`src/hw/rtl/kwm_pkg.sv`:
```
package kwm_pkg;

    localparam int DEFAULT_RUNS      = 8;
    localparam int DEFAULT_RUN_DEPTH = 16;

    localparam int VAL_W    = 32;
    localparam int RUN_IN_W = 3;
    localparam int CFG_W    = 4;

    localparam logic [CFG_W-1:0] RUNS_IN_USE_RESET = 4'd8;

    localparam logic OP_LOAD = 1'b0;
    localparam logic OP_POP  = 1'b1;

    typedef enum logic [1:0] {
        ST_OK      = 2'd0,
        ST_EMPTY   = 2'd1,
        ST_FULL    = 2'd2,
        ST_BAD_RUN = 2'd3
    } t_status;

    typedef struct packed {
        logic push;
        logic pop;
    } t_run_ctl;

    typedef struct packed {
        logic nonempty;
        logic full;
    } t_run_stat;

endpackage

```
`src/hw/rtl/kwm_run_fifo.sv`:
```
module kwm_run_fifo #(
    parameter int DEPTH = kwm_pkg::DEFAULT_RUN_DEPTH
) (
    input  logic                       i_clk,
    input  logic                       i_rst_n,
    input  kwm_pkg::t_run_ctl          i_ctl,
    input  logic [kwm_pkg::VAL_W-1:0]  i_data,
    output kwm_pkg::t_run_stat         o_stat,
    output logic [kwm_pkg::VAL_W-1:0]  o_head
);

    localparam int PTR_W = (DEPTH > 1) ? $clog2(DEPTH) : 1;
    localparam int CNT_W = $clog2(DEPTH + 1);
    localparam int SUM_W = CNT_W + 1;

    logic [kwm_pkg::VAL_W-1:0] mem [DEPTH];

    logic [PTR_W-1:0]          r_rptr;
    logic [PTR_W-1:0]          n_rptr;
    logic [CNT_W-1:0]          r_fill;
    logic [CNT_W-1:0]          n_fill;
    logic [kwm_pkg::VAL_W-1:0] r_q;
    logic                      r_byp;
    logic [kwm_pkg::VAL_W-1:0] r_byp_data;
    logic [SUM_W-1:0]          slot_sum;
    logic [PTR_W-1:0]          wslot;

    // tail slot: head plus fill, wrapped once
    always_comb begin
        slot_sum = SUM_W'(r_rptr) + SUM_W'(r_fill);
        if (slot_sum >= SUM_W'(DEPTH)) begin
            wslot = PTR_W'(slot_sum - SUM_W'(DEPTH));
        end else begin
            wslot = PTR_W'(slot_sum);
        end
    end

    always_comb begin
        n_rptr = r_rptr;
        n_fill = r_fill;
        if (i_ctl.pop) begin
            n_rptr = (r_rptr == PTR_W'(DEPTH - 1)) ? '0 : r_rptr + 1'b1;
            n_fill = r_fill - 1'b1;
        end else if (i_ctl.push) begin
            n_fill = r_fill + 1'b1;
        end
    end

    always_ff @(posedge i_clk) begin
        if (!i_rst_n) begin
            r_rptr <= '0;
            r_fill <= '0;
            r_byp  <= 1'b0;
        end else begin
            r_rptr <= n_rptr;
            r_fill <= n_fill;
            // a write landing on the next head slot is forwarded past the memory
            r_byp  <= i_ctl.push && (wslot == n_rptr);
        end
    end

    always_ff @(posedge i_clk) begin
        if (i_ctl.push) begin
            mem[wslot] <= i_data;
        end
        r_q        <= mem[n_rptr];
        r_byp_data <= i_data;
    end

    assign o_head          = r_byp ? r_byp_data : r_q;
    assign o_stat.nonempty = (r_fill != '0);
    assign o_stat.full     = (r_fill == CNT_W'(DEPTH));

endmodule

```
`src/hw/rtl/kwm_min_tree.sv`:
```
module kwm_min_tree #(
    parameter int RUNS = kwm_pkg::DEFAULT_RUNS
) (
    input  logic [RUNS-1:0]                    i_valid,
    input  logic signed [kwm_pkg::VAL_W-1:0]   i_value [RUNS],
    output logic                               o_found,
    output logic [$clog2(RUNS)-1:0]            o_idx,
    output logic signed [kwm_pkg::VAL_W-1:0]   o_value
);

    localparam int IDX_W = $clog2(RUNS);
    localparam int LVL   = $clog2(RUNS);
    localparam int LEAVES = 1 << LVL;

    logic                             nd_v [LVL+1][LEAVES];
    logic [IDX_W-1:0]                 nd_i [LVL+1][LEAVES];
    logic signed [kwm_pkg::VAL_W-1:0] nd_d [LVL+1][LEAVES];

    // stable two-way picks: the left (lower index) side wins ties
    always_comb begin
        for (int l = 0; l <= LVL; l++) begin
            for (int n = 0; n < LEAVES; n++) begin
                nd_v[l][n] = 1'b0;
                nd_i[l][n] = '0;
                nd_d[l][n] = '0;
            end
        end
        for (int n = 0; n < RUNS; n++) begin
            nd_v[0][n] = i_valid[n];
            nd_i[0][n] = IDX_W'(n);
            nd_d[0][n] = i_value[n];
        end
        for (int l = 1; l <= LVL; l++) begin
            for (int n = 0; n < (LEAVES >> l); n++) begin
                if (nd_v[l-1][2*n+1] &&
                    (!nd_v[l-1][2*n] || (nd_d[l-1][2*n+1] < nd_d[l-1][2*n]))) begin
                    nd_v[l][n] = 1'b1;
                    nd_i[l][n] = nd_i[l-1][2*n+1];
                    nd_d[l][n] = nd_d[l-1][2*n+1];
                end else begin
                    nd_v[l][n] = nd_v[l-1][2*n];
                    nd_i[l][n] = nd_i[l-1][2*n];
                    nd_d[l][n] = nd_d[l-1][2*n];
                end
            end
        end
    end

    assign o_found = nd_v[LVL][0];
    assign o_idx   = nd_i[LVL][0];
    assign o_value = nd_d[LVL][0];

endmodule

```
`src/hw/rtl/kway_sorted_run_merge.sv`:
```
// k-way merge of first-in-first-out runs of signed 32-bit values.
// input channel (i_in_valid / o_in_ready) carries one item per transfer:
//   i_op load appends i_value to run i_run_index, pop removes the smallest
//   head among the runs in use, lowest run index on ties.
// output channel (o_out_valid / i_out_ready) returns one result per item:
//   o_merged_value (popped value, else zero) and o_status (ok, all empty,
//   run full, bad run index). dropped loads leave the runs untouched.
// i_cfg_we / i_cfg_wdata write the runs-in-use register (0 acts as 1,
//   above RUNS acts as RUNS); write it only while the block is idle.
// pipeline: an item waits in the input register until it advances, and its
//   result is then registered in the output register. one item per cycle
//   is sustained while the receiver takes results: every run keeps its head
//   in a register fed by that run's memory read port, and a comparator tree
//   over all heads picks the winner in the same cycle.
// a stalled receiver holds the result; one more item waits in the input
//   register, then o_in_ready drops until the result is taken.
// reset (synchronous, active low) empties every run and sets runs in use
//   to 8; no clearing pass is needed.
module kway_sorted_run_merge #(
    parameter int RUNS      = kwm_pkg::DEFAULT_RUNS,
    parameter int RUN_DEPTH = kwm_pkg::DEFAULT_RUN_DEPTH
) (
    input  logic                               i_clk,
    input  logic                               i_rst_n,
    input  logic                               i_in_valid,
    output logic                               o_in_ready,
    input  logic                               i_op,
    input  logic [kwm_pkg::RUN_IN_W-1:0]       i_run_index,
    input  logic signed [kwm_pkg::VAL_W-1:0]   i_value,
    output logic                               o_out_valid,
    input  logic                               i_out_ready,
    output logic signed [kwm_pkg::VAL_W-1:0]   o_merged_value,
    output logic [1:0]                         o_status,
    input  logic                               i_cfg_we,
    input  logic [kwm_pkg::CFG_W-1:0]          i_cfg_wdata
);

    localparam int IDX_W = $clog2(RUNS);

    logic [kwm_pkg::CFG_W-1:0]          r_riu;
    logic                               r_in_vld;
    logic                               r_op;
    logic [kwm_pkg::RUN_IN_W-1:0]       r_idx;
    logic signed [kwm_pkg::VAL_W-1:0]   r_val;
    logic                               r_out_vld;
    logic signed [kwm_pkg::VAL_W-1:0]   r_mv;
    kwm_pkg::t_status                   r_st;
    logic signed [kwm_pkg::VAL_W-1:0]   n_mv;
    kwm_pkg::t_status                   n_st;

    logic                               adv;
    logic [RUNS-1:0]                    in_use;
    logic [RUNS-1:0]                    cand;
    logic [RUNS-1:0]                    push_vec;
    logic [RUNS-1:0]                    pop_vec;
    logic [RUNS-1:0]                    full_vec;
    logic                               idx_ok;
    logic                               sel_full;
    logic                               load_ok;
    logic                               do_pop;
    logic                               found;
    logic [IDX_W-1:0]                   win_idx;
    logic signed [kwm_pkg::VAL_W-1:0]   win_val;

    kwm_pkg::t_run_ctl                  ctl  [RUNS];
    kwm_pkg::t_run_stat                 stat [RUNS];
    logic signed [kwm_pkg::VAL_W-1:0]   head [RUNS];

    assign adv        = r_in_vld && (!r_out_vld || i_out_ready);
    assign o_in_ready = !r_in_vld || adv;

    always_ff @(posedge i_clk) begin
        if (!i_rst_n) begin
            r_riu     <= kwm_pkg::RUNS_IN_USE_RESET;
            r_in_vld  <= 1'b0;
            r_out_vld <= 1'b0;
        end else begin
            if (i_cfg_we) begin
                r_riu <= i_cfg_wdata;
            end
            if (o_in_ready) begin
                r_in_vld <= i_in_valid;
            end
            if (adv) begin
                r_out_vld <= 1'b1;
            end else if (i_out_ready) begin
                r_out_vld <= 1'b0;
            end
        end
    end

    always_ff @(posedge i_clk) begin
        if (o_in_ready && i_in_valid) begin
            r_op  <= i_op;
            r_idx <= i_run_index;
            r_val <= i_value;
        end
        if (adv) begin
            r_mv <= n_mv;
            r_st <= n_st;
        end
    end

    // run 0 always takes part, so a zero register behaves as one run
    always_comb begin
        for (int i = 0; i < RUNS; i++) begin
            in_use[i] = (i == 0) || (5'(i) < {1'b0, r_riu});
        end
    end

    assign idx_ok = ({29'd0, r_idx} < 32'(RUNS)) &&
                    ((r_idx == '0) || ({1'b0, r_idx} < r_riu));

    always_comb begin
        for (int i = 0; i < RUNS; i++) begin
            full_vec[i] = stat[i].full;
            cand[i]     = stat[i].nonempty && in_use[i];
        end
    end

    always_comb begin
        sel_full = 1'b0;
        for (int i = 0; i < RUNS; i++) begin
            if ({29'd0, r_idx} == 32'(i)) begin
                sel_full = full_vec[i];
            end
        end
    end

    assign load_ok = adv && (r_op == kwm_pkg::OP_LOAD) && idx_ok && !sel_full;
    assign do_pop  = adv && (r_op == kwm_pkg::OP_POP) && found;

    always_comb begin
        for (int i = 0; i < RUNS; i++) begin
            push_vec[i] = load_ok && ({29'd0, r_idx} == 32'(i));
            pop_vec[i]  = do_pop && (win_idx == IDX_W'(i));
        end
    end

    always_comb begin
        n_mv = '0;
        n_st = kwm_pkg::ST_OK;
        if (r_op == kwm_pkg::OP_LOAD) begin
            if (!idx_ok) begin
                n_st = kwm_pkg::ST_BAD_RUN;
            end else if (sel_full) begin
                n_st = kwm_pkg::ST_FULL;
            end
        end else if (!found) begin
            n_st = kwm_pkg::ST_EMPTY;
        end else begin
            n_mv = win_val;
        end
    end

    for (genvar g = 0; g < RUNS; g++) begin : g_run
        assign ctl[g].push = push_vec[g];
        assign ctl[g].pop  = pop_vec[g];

        kwm_run_fifo #(
            .DEPTH (RUN_DEPTH)
        ) u_fifo (
            .i_clk   (i_clk),
            .i_rst_n (i_rst_n),
            .i_ctl   (ctl[g]),
            .i_data  (r_val),
            .o_stat  (stat[g]),
            .o_head  (head[g])
        );
    end

    kwm_min_tree #(
        .RUNS (RUNS)
    ) u_tree (
        .i_valid (cand),
        .i_value (head),
        .o_found (found),
        .o_idx   (win_idx),
        .o_value (win_val)
    );

    assign o_out_valid    = r_out_vld;
    assign o_merged_value = r_mv;
    assign o_status       = r_st;

    // at most one run changes per item
    assert property (@(posedge i_clk) disable iff (!i_rst_n)
        $onehot0(push_vec | pop_vec))
        else $error("more than one run updated in one cycle");

    // a pop that finds data removes exactly one head
    assert property (@(posedge i_clk) disable iff (!i_rst_n)
        (adv && (r_op == kwm_pkg::OP_POP) && found) |-> $onehot(pop_vec))
        else $error("pop did not remove exactly one head");

    // a waiting item is not lost while the output stalls
    assert property (@(posedge i_clk) disable iff (!i_rst_n)
        (r_in_vld && !adv) |=> r_in_vld)
        else $error("stalled item dropped from input register");

    // every processed item yields a result in the next cycle
    assert property (@(posedge i_clk) disable iff (!i_rst_n)
        adv |=> o_out_valid)
        else $error("processed item produced no result");

    // a load never pushes into a run outside the ones in use
    assert property (@(posedge i_clk) disable iff (!i_rst_n)
        ((push_vec & ~in_use) == '0))
        else $error("load pushed into a run not in use");

endmodule
```
`config.mk`:
```
export PLATFORM = sky130hd
export DESIGN_NAME = kway_sorted_run_merge
export DESIGN_NICKNAME = d
export VERILOG_FILES = /design/src/hw/rtl/kwm_pkg.sv /design/src/hw/rtl/kwm_run_fifo.sv /design/src/hw/rtl/kwm_min_tree.sv /design/src/hw/rtl/kway_sorted_run_merge.sv
export SDC_FILE = /design/constraint.sdc
export NUM_CORES = 2
export LEC_CHECK = 0
export BUFFER_PORTS_ARGS = -buffer_cell sky130_fd_sc_hd__buf_2
export CORE_AREA = 2 2 750 752
export CTS_CLUSTER_DIAMETER = 80
export DETAILED_ROUTE_END_ITERATION = 8
export DIE_AREA = 0 0 752 754
export GPL_TIMING_DRIVEN = 0
export HOLD_SLACK_MARGIN = 0.02
export SYNTH_ARGS = -nofsm -noshare
export SYNTH_HDL_FRONTEND = slang
export SYNTH_HIERARCHICAL = 1
export SYNTH_SLANG_ARGS = --single-unit
```
`constraint.sdc`:
```
create_clock -name i_clk -period 25.1 [get_ports i_clk]
set_clock_uncertainty 0.05 [all_clocks]
set_input_delay 1.255 -clock i_clk [delete_from_list [all_inputs] [get_ports i_clk]]
set_output_delay 1.255 -clock i_clk [all_outputs]
set_load 0.03 [all_outputs]
```
==> results.json <==
{
  "start_util_pct": 34.9,
  "htree_levels": 5,
  "area_growth_pct": 18.7,
  "cpPeakStageDelay_ns": 1.17,
  "die-area_um2": 567000,
  "crit_path_start_kind": "flip-flop",
  "peakVddDrop_uv": 73.5,
  "wl_per_cell_um": 26.7,
  "synth_nets": 13350,
  "powerDensity_nw_per_um2": 71.1,
  "dp_hpwl_mm": 423,
  "seq_area_frac_synth_pct": 70.3,
  "rr_worst_depth": 49,
  "cts_sinks": 4764,
  "clk_pin_slew_ns": 0.06,
  "critPathRequiredTime_ns": 25.89,
  "crit_slowest_cell": "nor4_1",
  "maxCapViolations": 1,
  "slew_violations": 2,
  "cpMostUsedCell": "clkbuf_1",
  "synth_top_area_cell": "edfxtp_1",
  "cts_made_buffers": 476,
  "num_vias": 116444,
  "syn_area_um2": 195000,
  "synthTopCellsByCount": "edfxtp_1, nand2_1, mux2i_1",
  "cts_setup_buffers": 0,
  "fin_crit_sh_pct": 63.5,
  "grt_usage_pct": 19.9,
  "drt-total-wl_mm": 585,
  "portBuffers": 79,
  "setup_viol": 0,
  "post_cts_resize_count": 0,
  "finalCriticalPeriod_ns": 15.93,
  "outcome": "finished, violations left",
  "layout-drive-gt1-share_pct": 18.4,
  "via_per_inst": 5.32,
  "p_total_mw": 16.5,
  "synth-seq-cells": 4764,
  "gp_congestion": 0.894,
  "grt_pass1_vias": 112545,
  "io_pins": 81,
  "worstMarginPinSlew_ns": 1.52,
  "nNetsFinal": 14298,
  "cts_buffer_depth": 4,
  "synth_edf_count": 4166,
  "synthFlopType": "edfxtp_1",
  "hold_class": "in2reg",
  "stdcell_count": 21880,
  "max_freq_ghz": 0.0628,
  "power.leakage_nw": 80.7,
  "timing.rr.end": "g_run[0].u_fifo/r_q[8]",
  "drc_errors": 0,
  "holdPathStages": 1,
  "gr-total-overflow": 0,
  "hp-start": "i_value[15]",
  "slew_headroom_pct": -2.39,
  "drtIter0Drc": 13410,
  "grt_pass1_wl_mm": 822,
  "rsz0062_at_grt": "false",
  "antenna_found_initial": 68,
  "violations": "capacitance limit, slew limit",
  "nFillCells": 50153,
  "clk_latency_ns": 1.07,
  "r2r_slack_ns": 9.17,
  "synthCells": 13014,
  "yosysMostFrequentCell": "edfxtp_1",
  "hold_end": "r_val[15]",
  "placed_cells_incl_taps": 20962,
  "drtPass1Iterations": 6,
  "ctsHoldBuffers": 0,
  "clock-root-buffer": "clkbuf_16",
  "async_flop_share_pct": 0,
  "cts_tree": "built",
  "fp.dieH_um": 754,
  "row_count": 275,
  "arrival_ns": 16.72,
  "fp.coreArea_um2": 559000,
  "synth.area.top_cells": "edfxtp_1, mux2i_1, dfxtp_1",
  "criticalPathCategory": "reg2reg",
  "setup_tns_ns": 0,
  "ant_nets": 0,
  "hold_violations": 0,
  "crit_path_end_kind": "flip-flop",
  "avgSynthCellArea_um2": 15.0,
  "die_w_um": 752,
  "synth_top_cell_area_share_pct": 64.2,
  "ys_types": 111,
  "regToRegStartpoint": "g_run[7].u_fifo/r_byp",
  "yosys_warnings": 6,
  "worst-path-max-fanout": 11,
  "grt_max_degree": 48
}
[where the power goes]
part	switching [mW]	internal, mW
sequential	0.0328	8.64
clock	3.09	4.12
combinational	0.365	0.204
[cell families after synthesis]
kind of cell | Yosys count | share of synthesized area, %
AOI/OAI and AO/OA | 1552 | 6.09
buffers and inverters | 944 | 2.66
adders and majority gates | 291 | 1.93
muxes | 1770 | 9.45
xor gates and xnor gates | 104 | 0.487
DFF | 4764 | 70.3
and+or+nand+nor | 3589 | 9.05
[stage by stage]
| stage | util (%) | setup WS, ns | cell area, um^2 | hold WS, ns |
|---|---|---|---|---|
| detailed placement | 38.5 | 9.75 | 215000 | 0.473 |
| global route | 41.4 | 8.47 | 231000 | 0.282 |
| floorplan | - | 14.09 | 195000 | 0.434 |
| finish | 41.4 | 9.17 | 231000 | 0.321 |
| CTS | 41.3 | 9.70 | 231000 | 0.247 |
| global placement | 36.6 | 9.75 | 205000 | 0.463 |
[per-layer routing]
metal	up-vias	wire length [um]	track usage, %
met2	4642	275000	32.3
li1	51532	-	-
met4	20	26100	7.94
met3	995	44600	3.39
met5	-	154	0
met1	59255	239000	26.6
[layout make-up]
type,count,area (um^2),area share [%]
sequential,4764,137000,59.3
multi-input combinational,7306,53600,23.2
clock buffer,608,13000,5.63
timing repair buffer,470,10100,4.35
tap,7479,9360,4.05
buffer,728,4370,1.89
clock inverter,272,2840,1.23
inverter,216,811,0.351
antenna,37,92.6,0.0400
[placed cells by master (no fill, tap or decap), types with 67 or more instances in the layout]
cell and count:
nor3_1 69, inv_1 216, buf_2 368, mux2_2 480, buf_16 256, clkinv_2 114, nor4_2 82, buf_4 150
clkbuf_16 486, nor2_4 129, ha_1 275, buf_12 121, buf_6 93, dfxtp_1 598, edfxtp_1 4166, a32o_1 304
a21o_1 70, xnor2_1 68, a21oi_1 376, nor2b_1 161, and3_1 95, mux2i_1 1279, o221ai_1 111, nand2_1 1929
clkbuf_1 232, o22ai_1 183, and2_1 67, nand3_1 591, nor2_1 124, o21ai_0 95, a211o_1 126, nor4b_2 68
[state kept, by name, summed over array words and instances (netlist names), 4 cells and up]
| register | flops |
|---|---|
| g_run.u_fifo/mem | 4096 |
| o_merged_value | 32 |
| r_val | 32 |
| g_run.u_fifo/r_fill | 40 |
| g_run.u_fifo/r_byp | 8 |
| g_run.u_fifo/r_q | 256 |
| r_riu | 4 |
| g_run.u_fifo/r_byp_data | 256 |
| g_run.u_fifo/r_rptr | 32 |
[worst max-delay path, delay by kind of cell (launching register included)]
family / cells / cell delay, ns
flip-flops: 1 / 0.30
AND/OR/NAND/NOR: 13 / 4.55
adder cells (fa/ha/maj): 3 / 0.88
multiplexers: 2 / 1.03
buffers and inverters: 11 / 3.75
AO/OA/AOI/OAI: 20 / 5.11
[worst max path at each step]
stage / start / to / slack (ns) / depth (start not counted)
finish: g_run[7].u_fifo/r_byp / g_run[0].u_fifo/r_q[8] / 9.17 / 49
global route: g_run[7].u_fifo/r_byp / g_run[0].u_fifo/r_q[14] / 8.47 / 48
CTS: g_run[7].u_fifo/r_byp / g_run[0].u_fifo/r_q[8] / 9.70 / 48
detailed placement: g_run[7].u_fifo/r_byp / g_run[0].u_fifo/r_q[8] / 9.75 / 48
global placement: g_run[7].u_fifo/r_byp / g_run[0].u_fifo/r_q[8] / 9.75 / 48
floorplan: g_run[7].u_fifo/r_byp / g_run[0].u_fifo/r_q[13] / 14.09 / 50
No activity file was read; power rests on OpenSTA's default activity.
